## config.mk

```make
export PLATFORM = sky130hd
export DESIGN_NAME = box_difference_3d_core
export DESIGN_NICKNAME = d
export VERILOG_FILES = /design/src/hw/rtl/bd3_pkg.sv /design/src/hw/rtl/bd3_split.sv /design/src/hw/rtl/box_difference_3d_core.sv
export SDC_FILE = /design/constraint.sdc
export NUM_CORES = 2
export LEC_CHECK = 0
export BUFFER_PORTS_ARGS = -buffer_cell sky130_fd_sc_hd__buf_4
export CAP_MARGIN = 20
export CORE_MARGIN = 3
export CORE_UTILIZATION = 64
export CTS_CLUSTER_SIZE = 10
export DETAILED_ROUTE_END_ITERATION = 16
export PLACE_DENSITY = 0.91
export SYNTH_ARGS = -nofsm -noshare
export SYNTH_HDL_FRONTEND = slang
export SYNTH_SLANG_ARGS = --single-unit
```

## constraint.sdc

```tcl
create_clock -name i_clk -period 23 [get_ports i_clk]
set_input_delay 4.6 -clock i_clk [delete_from_list [all_inputs] [get_ports i_clk]]
set_output_delay 4.6 -clock i_clk [all_outputs]
set_load 0.01 [all_outputs]
```

## src/hw/rtl/bd3_pkg.sv

```systemverilog
// Shared types and constants for the 3D box difference block.
`timescale 1ns / 1ps

package bd3_pkg;

    localparam int COORD_WIDTH = 32;
    localparam int NUM_DIMS    = 3;
    localparam int NUM_PIECES  = 2 * NUM_DIMS;

    // Twelve input coordinates and six output coordinates, padded to whole bytes.
    localparam int IN_FIELDS  = 4 * NUM_DIMS;
    localparam int OUT_FIELDS = 2 * NUM_DIMS;
    localparam int IN_DATA_W  = ((IN_FIELDS * COORD_WIDTH + 7) / 8) * 8;
    localparam int OUT_DATA_W = ((OUT_FIELDS * COORD_WIDTH + 7) / 8) * 8;

    typedef logic signed [COORD_WIDTH-1:0] t_coord;

    // Index 0 is x, 1 is y, 2 is z.
    typedef t_coord [NUM_DIMS-1:0] t_point;

    typedef struct packed {
        t_point lo;
        t_point hi;
    } t_box;

    // Candidate pieces for one box pair and which of them are real.
    typedef struct packed {
        t_box [NUM_PIECES-1:0]  piece;
        logic [NUM_PIECES-1:0]  mask;
    } t_split;

endpackage

```

## src/hw/rtl/bd3_split.sv

```systemverilog
// Combinational split of box A minus box B into up to six candidate slabs.
`timescale 1ns / 1ps

module bd3_split (
    input  bd3_pkg::t_box   i_box_a,
    input  bd3_pkg::t_box   i_box_b,
    output bd3_pkg::t_split o_split
);
    import bd3_pkg::*;

    t_point w_ilo;
    t_point w_ihi;
    logic   w_a_empty;
    logic   w_b_empty;
    logic   w_overlap;
    t_split w_split;

    always_comb begin
        w_a_empty = 1'b0;
        w_b_empty = 1'b0;
        w_overlap = 1'b1;
        for (int d = 0; d < NUM_DIMS; d++) begin
            if ($signed(i_box_a.lo[d]) >= $signed(i_box_a.hi[d])) begin
                w_a_empty = 1'b1;
            end
            if ($signed(i_box_b.lo[d]) >= $signed(i_box_b.hi[d])) begin
                w_b_empty = 1'b1;
            end
            if (!(($signed(i_box_a.lo[d]) < $signed(i_box_b.hi[d])) &&
                  ($signed(i_box_b.lo[d]) < $signed(i_box_a.hi[d])))) begin
                w_overlap = 1'b0;
            end
            w_ilo[d] = ($signed(i_box_a.lo[d]) > $signed(i_box_b.lo[d])) ?
                       i_box_a.lo[d] : i_box_b.lo[d];
            w_ihi[d] = ($signed(i_box_a.hi[d]) < $signed(i_box_b.hi[d])) ?
                       i_box_a.hi[d] : i_box_b.hi[d];
        end
    end

    // Slab pair for dimension d: dimensions below d take the intersection
    // extent, the rest take the extent of A; dimension d covers the gap.
    always_comb begin
        for (int d = 0; d < NUM_DIMS; d++) begin
            for (int e = 0; e < NUM_DIMS; e++) begin
                if (e < d) begin
                    w_split.piece[2*d].lo[e]   = w_ilo[e];
                    w_split.piece[2*d].hi[e]   = w_ihi[e];
                    w_split.piece[2*d+1].lo[e] = w_ilo[e];
                    w_split.piece[2*d+1].hi[e] = w_ihi[e];
                end else begin
                    w_split.piece[2*d].lo[e]   = i_box_a.lo[e];
                    w_split.piece[2*d].hi[e]   = i_box_a.hi[e];
                    w_split.piece[2*d+1].lo[e] = i_box_a.lo[e];
                    w_split.piece[2*d+1].hi[e] = i_box_a.hi[e];
                end
            end
            w_split.piece[2*d].hi[d]   = w_ilo[d];
            w_split.piece[2*d+1].lo[d] = w_ihi[d];
            w_split.mask[2*d]   = $signed(i_box_a.lo[d]) < $signed(w_ilo[d]);
            w_split.mask[2*d+1] = $signed(i_box_a.hi[d]) > $signed(w_ihi[d]);
        end
    end

    always_comb begin
        o_split = w_split;
        if (w_a_empty) begin
            o_split.mask = '0;
        end else if (w_b_empty || !w_overlap) begin
            // Disjoint or empty B: pass A through as the only piece.
            o_split.mask     = NUM_PIECES'(1);
            o_split.piece[0] = i_box_a;
        end
    end

endmodule

```

## src/hw/rtl/box_difference_3d_core.sv

```systemverilog
// Top level of the 3D box difference block: input register, split, piece output register.
`timescale 1ns / 1ps

// Channel  | dir | handshake           | contents
// ---------+-----+---------------------+------------------------------------------
// s (in)   | in  | i_s_tvalid/o_s_tready | box pair A, B (twelve coordinates)
// m (out)  | out | o_m_tvalid/i_m_tready | one result piece (six coordinates), tlast
//
// An accepted pair sits in the input register; while the output is not stalled,
// one piece per cycle moves from there into the output register. A pair gives
// between one and six pieces, or none (A empty or inside B). The next pair is
// taken in the same cycle that the last piece of the current one moves to the
// output register, so single-piece pairs stream at one a cycle without stalls.
// A stall on the output side holds the output register and then the input one.
// Reset is synchronous, active low, and clears only the valid and progress bits.
module box_difference_3d_core (
    input  logic                        i_clk,
    input  logic                        i_rst_n,
    input  logic                        i_s_tvalid,
    output logic                        o_s_tready,
    // a_low_x, a_low_y, a_low_z, a_high_x, a_high_y, a_high_z,
    // b_low_x, b_low_y, b_low_z, b_high_x, b_high_y, b_high_z
    input  logic [bd3_pkg::IN_DATA_W-1:0]  i_s_tdata,
    output logic                        o_m_tvalid,
    input  logic                        i_m_tready,
    // piece_low_x, piece_low_y, piece_low_z, piece_high_x, piece_high_y, piece_high_z
    output logic [bd3_pkg::OUT_DATA_W-1:0] o_m_tdata,
    // last_piece
    output logic                        o_m_tlast
);
    import bd3_pkg::*;

    // Input stage.
    logic                   r_in_valid;
    logic [NUM_PIECES-1:0]  r_sent;
    t_box                   r_box_a;
    t_box                   r_box_b;
    t_box                   n_box_a;
    t_box                   n_box_b;

    // Output stage.
    logic                   r_out_valid;
    t_box                   r_out_box;
    logic                   r_out_last;

    t_split                 w_split;
    logic [NUM_PIECES-1:0]  w_remain;
    logic [NUM_PIECES-1:0]  w_pick;
    logic [NUM_PIECES-1:0]  w_remain_after;
    t_box                   w_piece;
    logic                   w_out_free;
    logic                   w_emit;
    logic                   w_item_done;
    logic                   w_in_xfer;

    // Unpack the input word: field k sits at bits k*COORD_WIDTH upward.
    always_comb begin
        for (int d = 0; d < NUM_DIMS; d++) begin
            n_box_a.lo[d] = i_s_tdata[d*COORD_WIDTH +: COORD_WIDTH];
            n_box_a.hi[d] = i_s_tdata[(NUM_DIMS+d)*COORD_WIDTH +: COORD_WIDTH];
            n_box_b.lo[d] = i_s_tdata[(2*NUM_DIMS+d)*COORD_WIDTH +: COORD_WIDTH];
            n_box_b.hi[d] = i_s_tdata[(3*NUM_DIMS+d)*COORD_WIDTH +: COORD_WIDTH];
        end
    end

    bd3_split u_split (
        .i_box_a (r_box_a),
        .i_box_b (r_box_b),
        .o_split (w_split)
    );

    // Pieces still owed for the held pair; take the lowest in emit order.
    assign w_remain       = w_split.mask & ~r_sent;
    assign w_pick         = w_remain & (~w_remain + NUM_PIECES'(1));
    assign w_remain_after = w_remain & ~w_pick;

    always_comb begin
        w_piece = '0;
        for (int k = 0; k < NUM_PIECES; k++) begin
            if (w_pick[k]) begin
                w_piece = w_split.piece[k];
            end
        end
    end

    assign w_out_free  = !r_out_valid || i_m_tready;
    assign w_emit      = r_in_valid && (w_remain != '0) && w_out_free;
    // The pair is finished when nothing is left, or the last piece moves now.
    assign w_item_done = r_in_valid &&
                         ((w_remain == '0) || (w_emit && (w_remain_after == '0)));
    assign o_s_tready  = !r_in_valid || w_item_done;
    assign w_in_xfer   = i_s_tvalid && o_s_tready;

    always_ff @(posedge i_clk) begin
        if (!i_rst_n) begin
            r_in_valid  <= 1'b0;
            r_sent      <= '0;
            r_out_valid <= 1'b0;
        end else begin
            if (w_in_xfer) begin
                r_in_valid <= 1'b1;
                r_sent     <= '0;
            end else if (w_item_done) begin
                r_in_valid <= 1'b0;
                r_sent     <= '0;
            end else if (w_emit) begin
                r_sent <= r_sent | w_pick;
            end

            if (w_emit) begin
                r_out_valid <= 1'b1;
            end else if (i_m_tready) begin
                r_out_valid <= 1'b0;
            end
        end
    end

    // Payload: load on transfer, hold otherwise.
    always_ff @(posedge i_clk) begin
        if (w_in_xfer) begin
            r_box_a <= n_box_a;
            r_box_b <= n_box_b;
        end
        if (w_emit) begin
            r_out_box  <= w_piece;
            r_out_last <= (w_remain_after == '0);
        end
    end

    assign o_m_tvalid = r_out_valid;
    assign o_m_tlast  = r_out_last;

    always_comb begin
        o_m_tdata = '0;
        for (int d = 0; d < NUM_DIMS; d++) begin
            o_m_tdata[d*COORD_WIDTH +: COORD_WIDTH]            = r_out_box.lo[d];
            o_m_tdata[(NUM_DIMS+d)*COORD_WIDTH +: COORD_WIDTH] = r_out_box.hi[d];
        end
    end

`ifndef SYNTH
    // Progress bits never mark a piece that the held pair does not have.
    a_sent_in_mask: assert property (@(posedge i_clk) disable iff (!i_rst_n)
        r_in_valid |-> ((r_sent & ~w_split.mask) == '0))
        else $error("progress bits outside piece mask");

    // A stalled input side means a pair is still being worked on.
    a_stall_held: assert property (@(posedge i_clk) disable iff (!i_rst_n)
        !o_s_tready |-> r_in_valid)
        else $error("input stalled with no pair held");

    // Every piece that is presented is a nonempty box.
    a_piece_nonempty: assert property (@(posedge i_clk) disable iff (!i_rst_n)
        o_m_tvalid |-> (($signed(r_out_box.lo[0]) < $signed(r_out_box.hi[0])) &&
                        ($signed(r_out_box.lo[1]) < $signed(r_out_box.hi[1])) &&
                        ($signed(r_out_box.lo[2]) < $signed(r_out_box.hi[2]))))
        else $error("empty piece presented");

    // A piece moves out only while a pair is held.
    a_emit_needs_pair: assert property (@(posedge i_clk) disable iff (!i_rst_n)
        $rose(o_m_tvalid) |-> $past(r_in_valid))
        else $error("piece presented without a source pair");
`endif

endmodule

```

---- Word-level counts from Yosys, hierarchy flattened ----
Index checks and enable logic that the tools add are counted.
storage, ports and cells
  flip-flop bits (word level) ............. 585
  input bits .............................. 388
  output and inout port bits .............. 195
  logic and storage cells ................. 104
operators by class
  add/sub/neg operators ................... 1
  magnitude comparators ................... 24
  mux-type cells .......................... 28
  bitwise operators ....................... 8
  reductions and logical operators ........ 21
operators with widths
  kind                 count
  $mux 192             6
  $lt 32x32->1         12
  $mux 32              7
  $ge 32x32->1         6
  $gt 32x32->1         6
  $mux 38              1
  $and 6x6->6          3
  $not 6->6            3
  $mux 1               13
  $logic_not 6->1      2
  $logic_and 1x1->1    8
  $add 6x1->6 const B  1
  $mux 6               1
  $or 6x6->6           1
  $reduce_bool 6->1    1
  $logic_or 1x1->1     4
  $reduce_bool 2->1    2
  $logic_not 1->1      3
  $reduce_or 3->1      1
  $not 1->1            1

---- Depth between registers and ports, before layout ----
  word-level depth ........................ 22
  depth in mapped cells ................... 30
  depth with buffers taken out ............ 26

---- By module ----
Synthesis repeated with hierarchy kept, for this count alone.
second synthesis, totals
  cell total of the unflattened synthesis .. 6194
  area, all modules ....................... 56598.0 µm²
by module, submodules not included
  module                  times used  cells an instance  area an instance (µm²)  sequential area each (µm²)
  bd3_split               1           3808               28966.5                 0.0
  box_difference_3d_core  1           2386               27631.5                 17486.8

---- Worst setup path after synthesis ----
Ideal clock, no wire load.
  path type ............................... reg-to-reg
  start point ............................. reg r_box_a[57] (netlist name)
  end point ............................... reg r_box_a[0] (netlist name) (enable)
  library setup time ...................... 794 ps
  data arrival time ....................... 14337 ps
  data required time ...................... 22206 ps
  setup slack ............................. 7869 ps
  stages on the path, launching flop included .. 26
  path buffers ............................ 1
  clock period less this slack ............ 15131 ps
  cell sequence ........................... edfxtp_1 ha_1 a21o_1 a21o_1 a21o_1 a21o_1 a21o_1 a2111o_1 a41oi_1 a21oi_1 o21ai_1 clkbuf_1 mux2i_1 ha_1 a41o_1 a21oi_1 o21ai_0 a221oi_1 and4_1 a211oi_1 nor2_1 nand2_1 o31ai_1 a21o_1 o21bai_1 and2_1
between the ends
  cells in the longest elaborated chain, start to end .. 20
  elaborated cells on any way between the ends .. 30
  those cells by class .................... 1 x add/sub; 4 x order compare; 7 x mux; 5 x bitwise; 13 x reduce/logical
ends and longest elaborated chain
  element                                               RTL line                       source
  start, declared                                       box_difference_3d_core.sv:36   t_box r_box_a;
  start signal, assigned                                box_difference_3d_core.sv:121  r_box_a <= n_box_a;
  branches (longest 7 deep; another with $lt 32x32->1)  n/a
  $mux 6 (*)                                            bd3_split.sv:66                if (w_a_empty) begin
  $and 6x6->6 (*)                                       box_difference_3d_core.sv:73   assign w_remain = w_split.mask & ~r_sent;
  $not 6->6                                             box_difference_3d_core.sv:74   assign w_pick = w_remain & (~w_remain + NUM_PIECES'(1));
  $add 6x1->6                                           box_difference_3d_core.sv:74
  $and 6x6->6                                           box_difference_3d_core.sv:74
  $not 6->6                                             box_difference_3d_core.sv:75   assign w_remain_after = w_remain & ~w_pick;
  $and 6x6->6                                           box_difference_3d_core.sv:75
  $logic_not 6->1                                       box_difference_3d_core.sv:90   ((w_remain == '0) || (w_emit && (w_remain_after == '0)));
  $logic_and 1x1->1                                     box_difference_3d_core.sv:90
  $logic_or 1x1->1 (*)                                  box_difference_3d_core.sv:90
  $logic_and 1x1->1 (*)                                 box_difference_3d_core.sv:89   assign w_item_done = r_in_valid &&
  $logic_or 1x1->1 (*)                                  box_difference_3d_core.sv:91   assign o_s_tready = !r_in_valid || w_item_done;
  net o_s_tready                                        box_difference_3d_core.sv:20   output logic o_s_tready,
  $logic_and 1x1->1 (*)                                 box_difference_3d_core.sv:92   assign w_in_xfer = i_s_tvalid && o_s_tready;
  net w_in_xfer                                         box_difference_3d_core.sv:54   logic w_in_xfer;
Mark *: on every way through the listed nets, which the timed path passes.
A chain may end at the register's enable or synchronous reset.

---- Worst setup path after layout ----
  start point ............................. reg r_box_a[172] (netlist name)
  end point ............................... out o_s_tready
between the ends
  cells in the longest elaborated chain, start to end .. 18
  elaborated cells on any way between the ends .. 27
  those cells by class .................... 1 x add/sub; 4 x order compare; 5 x mux; 5 x bitwise; 12 x reduce/logical
ends and longest elaborated chain
  element                                               RTL line
  branches (longest 6 deep; another with $gt 32x32->1)  n/a
  $mux 6 (*)                                            bd3_split.sv:66
  $and 6x6->6 (*)                                       box_difference_3d_core.sv:73
  $not 6->6                                             box_difference_3d_core.sv:74
  $add 6x1->6                                           box_difference_3d_core.sv:74
  $and 6x6->6                                           box_difference_3d_core.sv:74
  $not 6->6                                             box_difference_3d_core.sv:75
  $and 6x6->6                                           box_difference_3d_core.sv:75
  $logic_not 6->1                                       box_difference_3d_core.sv:90
  $logic_and 1x1->1                                     box_difference_3d_core.sv:90
  $logic_or 1x1->1 (*)                                  box_difference_3d_core.sv:90
  $logic_and 1x1->1 (*)                                 box_difference_3d_core.sv:89
  $logic_or 1x1->1 (*)                                  box_difference_3d_core.sv:91
  end, declared                                         box_difference_3d_core.sv:20
Mark *: on every way between the ends.

==> results.cfg <==
[finish]
nNetsFinal = 5589
layout_common_cells = 756 x ha_1, 610 x buf_4, 577 x edfxtp_1
drive_above_1_share_pct = 16.6
seq_area_um2 = 17500
nFillCells = 4150
multi_input_area_um2 = 21700
area_growth_pct = 18.1
fin_cells = 5311
final_common_cell = ha_1

[critical_path]
reg2reg_depth = 25
cp-end-kind = primary output
timing.rr.start = r_box_a[172]$_DFFE_PP_
regToRegEndpoint = r_box_a[106]$_DFFE_PP_
worstSetupPathType = reg -> out
r2r_slack_ns = 12.73
cp_max_fo = 34
arrival_ns = 8.22
required_ns = 18.40
start_kind = flop

[power]
power.leakage_uw = 0.0222
ir_worst_vdd_mv = 0.0628
fin_total_pwr_uw = 2970
cellPowerDensity_nw_per_um2 = 61.4

[clocking]
cts_max_level = 3
cts_sinks = 585
post_cts_resized = 0
cts_inserted_buffers = 71
postCtsSetupBuffers = 0
cts_buffer_depth = 3
cts_root_buf = clkbuf_16
path_clk_slew_ns = 0.06
worstSkewPairLatency_ns = 0.63
cts_tree = done
cts_hold_buffers = 0

[floorplan]
rows = 92
start_util_pct = 64.7
die_x_um = 259
io_pins = 583
die_h_um = 259
fp.dieArea_um2 = 67000
core_um2 = 63200

[synthesis]
synth_top_flop_cell = edfxtp_1
syn_nets = 4990
ys_seq_area_share_pct = 42.7
ys_ff_latch = 585
syn_area_um2 = 40900
async_flop_share_pct = 0
syn_area_per_cell_um2 = 10.6
ys_types = 89
synth_warnings = 0
synth_edf_count = 577
netlist_instances = 3846

[placed_design]
dpl.hpwl_mm = 111
numPortBuffers = 582
dp_cells = 5216
gp_congestion = 1.06
pre_cts_ws_ns = 11.21

[drt]
drt_first_pass_iters = 7
drtAntennaViolNets = 0
vias_per_cell = 6.75
wl_per_cell_um = 27.0
drt_iter0_markers = 4764
routed_wl_mm = 143
drc = 0
vias = 35800

[timing]
worst_slack_ns = 10.18
fmax_mhz = 78.0
drv_slew = 0
fin_crit_ns = 12.82
rsz0062_at_grt = no
skew_ns = 0.0292
tightest_slew_ns = 1.28
holdWs_ns = 0.534
relSlewSlack_pct = 12.7
tns_ns = 0
setup_violations = 0
hold_violations = 0
period_share_pct = 55.8

[worst_hold_path]
whs_path_depth = 2
hp-start = r_sent[0]$_SDFFE_PP0P_
whs_endpoint = r_sent[0]$_SDFFE_PP0P_
hold_class = reg -> reg

[job]
max_cap_viol_count = 0

[global_route]
first_global_vias = 34900
grt_max_degree = 113
antenna_found_initial = 2
grt_pass1_wl_mm = 212
grtUsageTotal_pct = 41.7
gr-total-overflow = 0

[run_status]
status = finished, final reports clean
## Yosys cell counts, drive strengths merged (9+ instances only)
library cell / n / share of area (%)
edfxtp: 577 / 42
buf: 29 / 0.46
clkbuf: 57 / 0.53
o21a: 29 / 0.53
nand2b: 22 / 0.34
a21oi: 318 / 3.9
a21o: 90 / 1.7
and4: 19 / 0.41
and3: 16 / 0.24
a221oi: 11 / 0.24
nor4: 21 / 0.32
o221ai: 12 / 0.26
mux2i: 131 / 3.2
nand2: 263 / 2.4
a2111oi: 14 / 0.30
nor2: 197 / 1.8
o2111ai: 10 / 0.21
nand4: 124 / 1.9
o21ai: 306 / 3.7
nand3: 66 / 0.82
a21boi: 10 / 0.18
ha: 756 / 23
o211ai: 35 / 0.65
a31oi: 13 / 0.20
inv: 368 / 3.4
a22oi: 32 / 0.59
o31ai: 9 / 0.17
nor3: 52 / 0.64
a211oi: 65 / 1.2
nor2b: 24 / 0.37
a211o: 9 / 0.19
a2bb2oi: 34 / 0.73
## critical path, stage by stage (launching register included)
cell	delay, ns
edfxtp_1	0.58
ha_1	0.40
nand4_1	0.14
nor4_1	0.34
o21ai_0	0.20
a41oi_1	0.31
o21ai_0	0.20
a21oi_4	0.78
buf_4	0.47
nor2_1	0.10
a21oi_1	0.21
ha_1	0.31
a21o_1	0.19
a21o_1	0.17
a2111oi_0	0.52
o21ai_0	0.29
a32oi_1	0.25
o211ai_1	0.16
a21oi_1	0.28
o31ai_1	0.24
a211oi_1	0.36
nor2_1	0.10
o21bai_1	0.69
buf_4	0.25
## logic make-up after synthesis
kind of cell    synth area share, %
compound gates                 16.1
xor+xnor                     0.0214
fa+ha+maj                      23.1
buf+inv                        4.36
flops                          42.7
mux                            3.34
simple gates                   10.3
## how the worst max path moves through the flow
stage,start,end,slack [ns],depth (start not counted)
after global routing,r_box_a[172]$_DFFE_PP_,o_s_tready,9.69,23
after CTS,r_box_a[172]$_DFFE_PP_,o_s_tready,10.30,23
after floorplan,r_box_a[57]$_DFFE_PP_,r_box_a[0]$_DFFE_PP_,7.87,25
final,r_box_a[172]$_DFFE_PP_,o_s_tready,10.18,23
after global placement,r_box_a[172]$_DFFE_PP_,o_s_tready,11.27,23
after detailed placement,r_box_a[172]$_DFFE_PP_,o_s_tready,11.21,23
## sequential cells by signal, summed over array words and instances (netlist names)
signal      count
o_m_tdata     192
o_m_tlast       1
o_m_tvalid      1
r_box_a       192
r_box_b       192
r_in_valid      1
r_sent          6
## stage by stage
stage          utilization (%)  instance area (µm²)
2_1_floorplan                -                40900
3_3_place_gp              73.2                46200
3_5_place_dp              73.2                46200
4_1_cts                   76.4                48300
5_1_grt                   76.5                48300
6_report                  76.5                48300
## routing by layer
layer | up-vias | global-route usage, % | share of wire, %
li1 | 15900 | - | -
met1 | 16900 | 55.0 | 38
met2 | 2571 | 65.6 | 45
met3 | 537 | 8.81 | 12
met4 | 2 | 20.8 | 5.9
met5 | - | 0 | 0.0084
## report_power, final
group	total [µW]	internal (µW)	switching, µW	leakage, µW
Combinational	643	263	380	0.0153
Clock	1040	595	446	0.000993
Sequential	1280	1220	61.1	0.00597
## area by class of cell
cell class	instances	share of cell area, %
sequential	585	36.2
antenna	1	0.00518
clock buffer	76	3.76
inverter	368	2.86
tap	846	2.19
multi-input combinational	2807	45.0
timing repair buffer	612	9.57
clock inverter	16	0.445
(Power assumes the default switching activity.)
